$ cat config.mk
export PLATFORM = sky130hd
export DESIGN_NAME = binary_to_decimal_ascii_flat
export DESIGN_NICKNAME = d
export VERILOG_FILES = /design/src/rtl/b2da_pkg.sv /design/src/rtl/b2da_req_if.sv /design/src/rtl/b2da_rsp_if.sv /design/src/rtl/binary_to_decimal_ascii.sv /design/src/rtl/b2da_front.sv /design/src/rtl/b2da_queue.sv /design/src/rtl/b2da_back.sv /design/src/flat_wrapper.sv
export SDC_FILE = /design/constraint.sdc
export NUM_CORES = 1
export LEC_CHECK = 0
export BUFFER_PORTS_ARGS = -buffer_cell sky130_fd_sc_hd__buf_2
export CAP_MARGIN = 20
export CELL_PAD_IN_SITES_DETAIL_PLACEMENT = 0
export CELL_PAD_IN_SITES_GLOBAL_PLACEMENT = 1
export CORE_UTILIZATION = 30
export CTS_CLUSTER_SIZE = 25
export DETAILED_ROUTE_END_ITERATION = 10
export PLACE_DENSITY = 0.49
export SETUP_SLACK_MARGIN = 0.1
export SYNTH_ARGS = -nofsm -noshare
export SYNTH_HDL_FRONTEND = slang
export SYNTH_HIERARCHICAL = 1
export SYNTH_SLANG_ARGS = --single-unit
export TNS_END_PERCENT = 30
$ cat constraint.sdc
create_clock -name clock -period 9.72 [get_ports clock]
set_clock_uncertainty 0.1 [all_clocks]
set_input_delay 2.43 -clock clock [delete_from_list [all_inputs] [get_ports clock]]
set_output_delay 2.43 -clock clock [all_outputs]
set_load 0.02 [all_outputs]
$ cat src/rtl/b2da_pkg.sv
`default_nettype none

package b2da_pkg;

   // input and result widths
   localparam int NUMBER_W = 32;
   localparam int CHAR_W   = 6;

   // a 32-bit value never needs more than ten decimal digits
   localparam int DIGIT_LIMIT = 10;
   localparam int MAX_DIGITS  = 10;
   localparam int DIGIT_CAP   = (MAX_DIGITS > DIGIT_LIMIT) ? DIGIT_LIMIT :
                                ((MAX_DIGITS < 1) ? 1 : MAX_DIGITS);

   localparam int CNT_W = $clog2(DIGIT_LIMIT + 1);
   localparam int IDX_W = $clog2(DIGIT_LIMIT);
   localparam int BCD_W = 4 * DIGIT_LIMIT;

   // shift-and-add-3 converter, two bits per cycle
   localparam int BITS_PER_STEP = 2;
   localparam int STEPS         = NUMBER_W / BITS_PER_STEP;
   localparam int STEP_W        = $clog2(STEPS);

   // queue between front and back
   localparam int QUEUE_DEPTH = 2;
   localparam int QPTR_W      = $clog2(QUEUE_DEPTH);
   localparam int QCNT_W      = $clog2(QUEUE_DEPTH + 1);

   localparam logic [CHAR_W-1:0] ASCII_ZERO = CHAR_W'(48);
   localparam logic [3:0]        DIGIT_NINE = 4'd9;

   // decimal thresholds: a value at or above POW10[k] has more than k digits
   localparam logic [NUMBER_W-1:0] POW10 [1:DIGIT_LIMIT-1] = '{
      32'd10, 32'd100, 32'd1000, 32'd10000, 32'd100000,
      32'd1000000, 32'd10000000, 32'd100000000, 32'd1000000000
   };

   // one classified transaction waiting for the converter
   typedef struct packed {
      logic [NUMBER_W-1:0] number;
      logic [CNT_W-1:0]    count;
      logic                sat;
   } queue_entry_type;

   typedef struct packed {
      logic full;
      logic empty;
   } queue_status_type;

endpackage

`default_nettype wire

$ cat src/rtl/b2da_req_if.sv
`default_nettype none

interface b2da_req_if;
   logic                          valid;
   logic                          ready;
   logic [b2da_pkg::NUMBER_W-1:0] number;

   modport source (output valid, output number, input ready);
   modport sink   (input valid, input number, output ready);
endinterface

`default_nettype wire

$ cat src/rtl/b2da_rsp_if.sv
`default_nettype none

interface b2da_rsp_if;
   logic                        valid;
   logic                        ready;
   logic [b2da_pkg::CHAR_W-1:0] digit_char;
   logic                        last;

   modport source (output valid, output digit_char, output last, input ready);
   modport sink   (input valid, input digit_char, input last, output ready);
endinterface

`default_nettype wire

$ cat src/rtl/binary_to_decimal_ascii.sv
`default_nettype none

// Converts one unsigned 32-bit number per req transaction into its decimal
// text, one rsp transaction per ASCII digit, most significant first, no
// leading zeros (zero gives a single '0'), with last set on the final digit.
// A front stage counts the digits and hands the number to a two-entry queue,
// so req is accepted while a conversion or its output is still under way.
// The back end converts with a shift-and-add-3 unit that takes two bits per
// cycle, then emits one digit per cycle that rsp takes.

module binary_to_decimal_ascii (
   input  logic        clock,
   input  logic        reset,
   b2da_req_if.sink    req,
   b2da_rsp_if.source  rsp
);
   import b2da_pkg::*;

   logic              push;
   logic              pop;
   queue_entry_type   push_entry;
   queue_entry_type   pop_entry;
   queue_status_type  q_status;

   // classify and accept
   b2da_front u_front (
      .req        (req),
      .q_status   (q_status),
      .push       (push),
      .push_entry (push_entry)
   );

   // decoupling queue
   b2da_queue u_queue (
      .clock      (clock),
      .reset      (reset),
      .push       (push),
      .push_entry (push_entry),
      .pop        (pop),
      .pop_entry  (pop_entry),
      .q_status   (q_status)
   );

   // convert and emit
   b2da_back u_back (
      .clock     (clock),
      .reset     (reset),
      .q_empty   (q_status.empty),
      .pop_entry (pop_entry),
      .pop       (pop),
      .rsp       (rsp)
   );

   // queue never overflows or underflows
   assert property (@(posedge clock) disable iff (reset) push |-> !q_status.full)
      else $error("queue push while full");
   assert property (@(posedge clock) disable iff (reset) pop |-> !q_status.empty)
      else $error("queue pop while empty");

   // queued counts stay within the digit cap
   assert property (@(posedge clock) disable iff (reset)
      push |-> (push_entry.count != '0 && push_entry.count <= CNT_W'(DIGIT_CAP)))
      else $error("bad digit count queued");

   // every emitted character is a decimal digit
   assert property (@(posedge clock) disable iff (reset)
      rsp.valid |-> (rsp.digit_char >= CHAR_W'(48) && rsp.digit_char <= CHAR_W'(57)))
      else $error("non-digit character emitted");

endmodule

`default_nettype wire

$ cat src/rtl/b2da_front.sv
`default_nettype none

module b2da_front (
   b2da_req_if.sink                    req,
   input  b2da_pkg::queue_status_type  q_status,
   output logic                        push,
   output b2da_pkg::queue_entry_type   push_entry
);
   import b2da_pkg::*;

   logic [CNT_W-1:0] ndig;

   // count significant digits against the decimal thresholds
   always_comb begin
      ndig = CNT_W'(1);
      for (int k = 1; k < DIGIT_LIMIT; k++) begin
         if (req.number >= POW10[k]) begin
            ndig = ndig + CNT_W'(1);
         end
      end
   end

   // accept while the queue has room
   assign req.ready = !q_status.full;
   assign push      = req.valid && !q_status.full;

   // saturate runs that need more digits than allowed
   always_comb begin
      push_entry.number = req.number;
      if (ndig > CNT_W'(DIGIT_CAP)) begin
         push_entry.count = CNT_W'(DIGIT_CAP);
         push_entry.sat   = 1'b1;
      end else begin
         push_entry.count = ndig;
         push_entry.sat   = 1'b0;
      end
   end

endmodule

`default_nettype wire

$ cat src/rtl/b2da_queue.sv
`default_nettype none

module b2da_queue (
   input  logic                        clock,
   input  logic                        reset,
   input  logic                        push,
   input  b2da_pkg::queue_entry_type   push_entry,
   input  logic                        pop,
   output b2da_pkg::queue_entry_type   pop_entry,
   output b2da_pkg::queue_status_type  q_status
);
   import b2da_pkg::*;

   queue_entry_type     slot_ff [QUEUE_DEPTH];
   logic [QPTR_W-1:0]   wr_ptr_ff, wr_ptr_in;
   logic [QPTR_W-1:0]   rd_ptr_ff, rd_ptr_in;
   logic [QCNT_W-1:0]   fill_ff, fill_in;

   // pointer wrap
   function automatic logic [QPTR_W-1:0] next_ptr(input logic [QPTR_W-1:0] p);
      if (p == QPTR_W'(QUEUE_DEPTH - 1)) begin
         return '0;
      end
      return p + QPTR_W'(1);
   endfunction

   assign q_status.full  = (fill_ff == QCNT_W'(QUEUE_DEPTH));
   assign q_status.empty = (fill_ff == '0);
   assign pop_entry      = slot_ff[rd_ptr_ff];

   // pointer and fill update
   always_comb begin
      wr_ptr_in = push ? next_ptr(wr_ptr_ff) : wr_ptr_ff;
      rd_ptr_in = pop  ? next_ptr(rd_ptr_ff) : rd_ptr_ff;
      fill_in   = fill_ff;
      if (push && !pop) begin
         fill_in = fill_ff + QCNT_W'(1);
      end else if (pop && !push) begin
         fill_in = fill_ff - QCNT_W'(1);
      end
   end

   always_ff @(posedge clock) begin
      if (reset) begin
         wr_ptr_ff <= '0;
         rd_ptr_ff <= '0;
         fill_ff   <= '0;
      end else begin
         wr_ptr_ff <= wr_ptr_in;
         rd_ptr_ff <= rd_ptr_in;
         fill_ff   <= fill_in;
      end
   end

   // entry storage
   always_ff @(posedge clock) begin
      if (push) begin
         slot_ff[wr_ptr_ff] <= push_entry;
      end
   end

endmodule

`default_nettype wire

$ cat src/rtl/b2da_back.sv
`default_nettype none

module b2da_back (
   input  logic                        clock,
   input  logic                        reset,
   input  logic                        q_empty,
   input  b2da_pkg::queue_entry_type   pop_entry,
   output logic                        pop,
   b2da_rsp_if.source                  rsp
);
   import b2da_pkg::*;

   typedef enum logic [2:0] {
      S_IDLE = 3'b001,
      S_CONV = 3'b010,
      S_EMIT = 3'b100
   } state_type;

   state_type             state_ff, state_in;
   logic [BCD_W-1:0]      bcd_ff, bcd_in;
   logic [NUMBER_W-1:0]   bin_ff, bin_in;
   logic [STEP_W-1:0]     step_ff, step_in;
   logic [IDX_W-1:0]      idx_ff, idx_in;
   logic                  sat_ff, sat_in;
   logic [3:0]            digit;
   logic                  done_tx;

   // one shift-and-add-3 step over the joined bcd and binary word
   function automatic logic [BCD_W+NUMBER_W-1:0] dd_step(
      input logic [BCD_W+NUMBER_W-1:0] v
   );
      logic [BCD_W+NUMBER_W-1:0] t;
      t = v;
      for (int i = 0; i < DIGIT_LIMIT; i++) begin
         if (t[NUMBER_W + 4*i +: 4] >= 4'd5) begin
            t[NUMBER_W + 4*i +: 4] = t[NUMBER_W + 4*i +: 4] + 4'd3;
         end
      end
      return {t[BCD_W+NUMBER_W-2:0], 1'b0};
   endfunction

   // digit under the emit index, most significant first
   always_comb begin
      if (sat_ff) begin
         digit = DIGIT_NINE;
      end else begin
         digit = bcd_ff[{idx_ff, 2'b00} +: 4];
      end
   end

   assign rsp.valid      = (state_ff == S_EMIT);
   assign rsp.digit_char = ASCII_ZERO + CHAR_W'(digit);
   assign rsp.last       = (idx_ff == '0);

   assign done_tx = rsp.valid && rsp.ready && rsp.last;
   assign pop     = !q_empty && ((state_ff == S_IDLE) || done_tx);

   // sequencer: load, convert, emit
   always_comb begin
      logic [BCD_W+NUMBER_W-1:0] w;
      state_in = state_ff;
      bcd_in   = bcd_ff;
      bin_in   = bin_ff;
      step_in  = step_ff;
      idx_in   = idx_ff;
      sat_in   = sat_ff;
      w        = {bcd_ff, bin_ff};
      case (state_ff)
         S_IDLE: begin
            if (pop) begin
               state_in = S_CONV;
            end
         end
         S_CONV: begin
            for (int s = 0; s < BITS_PER_STEP; s++) begin
               w = dd_step(w);
            end
            bcd_in  = w[BCD_W+NUMBER_W-1:NUMBER_W];
            bin_in  = w[NUMBER_W-1:0];
            step_in = step_ff + STEP_W'(1);
            if (step_ff == STEP_W'(STEPS - 1)) begin
               state_in = S_EMIT;
            end
         end
         S_EMIT: begin
            if (rsp.valid && rsp.ready) begin
               if (rsp.last) begin
                  state_in = pop ? S_CONV : S_IDLE;
               end else begin
                  idx_in = idx_ff - IDX_W'(1);
               end
            end
         end
         default: begin
            state_in = S_IDLE;
         end
      endcase
      // load a fresh transaction from the queue
      if (pop) begin
         bcd_in  = '0;
         bin_in  = pop_entry.number;
         step_in = '0;
         idx_in  = IDX_W'(pop_entry.count - CNT_W'(1));
         sat_in  = pop_entry.sat;
      end
   end

   always_ff @(posedge clock) begin
      if (reset) begin
         state_ff <= S_IDLE;
      end else begin
         state_ff <= state_in;
      end
   end

   always_ff @(posedge clock) begin
      bcd_ff  <= bcd_in;
      bin_ff  <= bin_in;
      step_ff <= step_in;
      idx_ff  <= idx_in;
      sat_ff  <= sat_in;
   end

endmodule

`default_nettype wire

$ cat src/flat_wrapper.sv
// flat-port wrapper written by rule: the top's interface ports become plain ports
module binary_to_decimal_ascii_flat import b2da_pkg::*;
  (clock, reset, req_valid, req_number, req_ready, rsp_valid, rsp_digit_char, rsp_last, rsp_ready);
  b2da_req_if req_i ();
  b2da_rsp_if rsp_i ();
  input  logic clock;
  input  logic reset;
  input wire logic [$bits(req_i.valid)-1:0] req_valid;
  input wire logic [$bits(req_i.number)-1:0] req_number;
  output wire logic [$bits(req_i.ready)-1:0] req_ready;
  output wire logic [$bits(rsp_i.valid)-1:0] rsp_valid;
  output wire logic [$bits(rsp_i.digit_char)-1:0] rsp_digit_char;
  output wire logic [$bits(rsp_i.last)-1:0] rsp_last;
  input wire logic [$bits(rsp_i.ready)-1:0] rsp_ready;
  assign req_i.valid = req_valid;
  assign req_i.number = req_number;
  assign req_ready = req_i.ready;
  assign rsp_valid = rsp_i.valid;
  assign rsp_digit_char = rsp_i.digit_char;
  assign rsp_last = rsp_i.last;
  assign rsp_i.ready = rsp_ready;
  binary_to_decimal_ascii u_core (.clock(clock), .reset(reset), .req(req_i), .rsp(rsp_i));
endmodule
==> impl_results.md <==
* RSZ-0062 raised after global routing: no
* Post-synth top flop: edfxtp_1
* Crit Path Max Fanout at 6
* Upper clock frequency limit at 0.128 GHz
* Die area at 0.0362 mm2
* Max-Cap Viols at 0
* Final hold violation count at 0
* Worst Path Required at 9810 ps
* Total core area at 0.0347 mm2
* Synthesis-to-finish area growth at 8.90%
* CTS H-Tree Depth at 4
* Wire per inst at 16.9 um
* Clock Root Buffer: clkbuf_16
* Synth Area in Compound Gates at 14.7%
* Syn_area_per_cell at 10.1 um2
* Peak VDD IR at 0.133 mV
* R2r endpoint: u_core/u_queue/fill_ff[1]$_SDFFE_PP0P_
* Initial DRC count at 361
* Logic pwr share at 36.3%
* Overall Power at 0.00293 W
* Die W at 190 um
* Post-CTS Setup Bufs at 0
* Initial antenna violation count at 0
* Post-Synth Adder-Cell Area at 5.37%
* Largest family of logic cells by synthesized area: simple AND/OR/NAND/NOR gates
* Design Area, Final at 0.0116 mm2
* Global-route wire length before repair at 41400 um
* Hold endpoint: u_core/u_back/bcd_ff[0]$_SDFFE_PN0N_
* PwrDens at 253 mW/mm2
* Final Core Density at 33.4%
* Clk sinks at 163
* Clock Power Share at 23.8%
* Hold-fix buffers, CTS at 0
* Yosys cell types at 89
* DRC Markers at 0
* Final Max Tran Viols at 0
* Internal at 0.00183 W
* Post-DP Area at 0.0110 mm2
* Clk_lat worst skew at 440 ps
* Clk slew on worst S/H paths at 70 ps
* Routed Antenna Nets at 0
* HP Start: u_core/u_back/bin_ff[30]$_DFFE_PP_
* Post-synthesis cell count at 1051
* Largest net degree at the start of global routing at 51
* Setup TNS at 0 ps
* Synth warnings at 6
* Outcome: finished clean
* Reg2reg setup slack at 6070 ps
* Reg2Reg Depth at 9
* Hold slack at 379 ps
* Least-Margin Pin Slew at 1040 ps
* Flop pwr share at 40.0%
* Post-cts sizing count at 0
* Kind of critical path: primary input to register
* Tcrit/Tclk final at 80.5%
* Final nets at 1116
* Switching power at 0.00110 W
* Switching Share at 37.5%
* Ys async rst share at 0%
* Xor/xnor cell area share of the yosys netlist at 2.57%
* Post-synth EDFFs at 111
* Buffers on Ports at 42
* Total wire length at 25400 um
* Gr ovfl total at 0
* Core Rows at 68
* Drt first pass iters at 4
* # setup viols final at 0
* Hold Crit Depth at 2
* Arr. time, crit path at 7920 ps
* Critical Path Source Type: primary input
* Dpl hpwl at 17400 um
* Relative slew slack at 30.6%
* Avg Vias per Cell at 5.11
* Routability Congestion at 0.753
* Mux contribution to synthesized area at 11.7%
* Reg-to-reg critical path startpoint: u_core/u_back/idx_ff[0]$_DFFE_PP_
* CTS tree: built
* Inserted Clock Buffers at 17
* CTS Buffer Depth at 2
* Starting density of the core at 30.6%
* Hold crit path type: register to register
* Ports at 45
* Crit path capture type: register
* Share of layout cells above drive strength 1 at 19.5%
* Crit path time final at 7830 ps
* DIE HEIGHT at 190 um
* Via count at 7692
* Tot GR Track Use at 14.6%
* Via count of the first global-routing pass at 7563
* Fill cells at 3606
* Synthesized area at 0.0106 mm2
* Synthesized flop and latch total at 163
* Pleak at 4.05 nW
* Sequential cell area fraction in the yosys report at 41.1%
* Simple-gate share of the synthesized area at 18.0%
## flip-flops by register name (all words and copies together) (netlist names), named ones only
register and flops:
u_core/u_queue/rd_ptr_ff 1, u_core/u_back/bin_ff 32, u_core/u_back/state_ff 3, u_core/u_back/bcd_ff 40, u_core/u_back/sat_ff 1, u_core/u_queue/wr_ptr_ff 1
u_core/u_back/step_ff 4, u_core/u_queue/fill_ff 2, u_core/u_back/idx_ff 4, u_core/u_queue/slot_ff 74
## per-layer routing
| layer | vias to the layer above | GRT usage [%] | routed length (um) |
|---|---|---|---|
| met5 | - | 0 | 0 |
| met4 | 0 | 3.38 | 170 |
| met3 | 9 | 2.56 | 475 |
| met2 | 55 | 24.5 | 12200 |
| met1 | 3769 | 19.4 | 12600 |
| li1 | 3859 | - | - |
## cell usage after synthesis (23+ instances only)
master	number	area [um2]
nor3_1	23	115
dfxtp_1	52	1040
mux2_2	67	754
nand2_1	102	383
nor2_1	65	244
buf_4	38	285
inv_1	45	169
edfxtp_1	111	3330
a21oi_1	25	125
ha_1	44	551
clkbuf_1	30	113
mux2i_1	26	260
o21ai_0	60	300
## worst max-delay path by stage
| stage | slack (ps) | endpoint | cells past startpoint | start |
|---|---|---|---|---|
| after floorplan | 2230 | u_core/u_queue/slot_ff[0][1]$_DFFE_PP_ | 20 | req_number[23] |
| after global placement | 1490 | u_core/u_queue/slot_ff[0][1]$_DFFE_PP_ | 21 | req_number[23] |
| after detailed placement | 1400 | u_core/u_queue/slot_ff[0][1]$_DFFE_PP_ | 21 | req_number[23] |
| after CTS | 1850 | u_core/u_queue/slot_ff[1][1]$_DFFE_PP_ | 21 | req_number[23] |
| after global routing | 1380 | u_core/u_queue/slot_ff[1][1]$_DFFE_PP_ | 21 | req_number[23] |
| final | 1890 | u_core/u_queue/slot_ff[1][1]$_DFFE_PP_ | 21 | req_number[23] |
## power by group through the flow
stage,Combinational [W],Sequential (W),Clock [W]
global placement,0.00109,0.00119,0
detailed placement,0.00108,0.00119,0
global route,0.00120,0.00121,0.000750
CTS,0.00109,0.00118,0.000725
finish,0.00106,0.00117,0.000697
floorplan,0.000950,0.00105,0
## kinds of logic (layout without fill, tap and decap cells)
group | after synthesis | after routing
AOI/OAI and AO/OA | 223 | 223
muxes | 105 | 105
and+or+nand+nor | 357 | 357
DFF | 163 | 163
buffers and inverters | 130 | 126
xor gates and xnor gates | 27 | 27
other | 1 | 3
adders and majority gates | 45 | 45
## placed cells by master, fill, tap and decap left out, drive strengths merged, types with 15 or more instances in the layout
cell type  netlist  routed
a21oi           26      26
o21ai           61      61
nor2            65      65
a211oi          19      19
nor2b           16      16
mux2i           27      27
nand3           15      15
or2             16      16
buf             54      48
and2            17      17
mux2            70      70
inv             46      54
ha              44      44
xnor2           19      19
clkbuf          30      19
nand2          102     102
nor3            23      23
dfxtp           52      52
or3             16      16
edfxtp         111     111
## per-stage QoR
step                setup WS, ps  cells
CTS                         1850   1503
finish                      1890   1504
detailed placement          1400   1471
global route                1380   1503
floorplan                   2230   1052
global placement            1490   1471
## critical path: stages
cell and delay, ps:
buf_2 130, nor4_1 380, nand4_1 330, nor3_1 310, nand3_1 160, inv_1 170, fa_1 490, xnor2_1 330
xnor2_2 220, inv_1 190, ha_1 350, nand2_1 90, o21ai_0 120, xnor2_1 150, o21ai_0 260, ha_1 190
a21boi_0 200, xnor3_1 470, or4b_4 500, and3_4 200, o31a_1 250
## cell type report
type / instances / area (um2) / area share, %
well taps: 455 / 569 / 4.92
clock inverters: 13 / 154 / 1.33
clock buffers: 19 / 453 / 3.91
multi-input cells: 759 / 5600 / 48.3
inverters: 46 / 173 / 1.49
diodes: 1 / 2.50 / 0.0216
flip-flops and latches: 163 / 4380 / 37.8
repair buffers: 48 / 255 / 2.20
No activity file was read; power rests on OpenSTA's default activity.
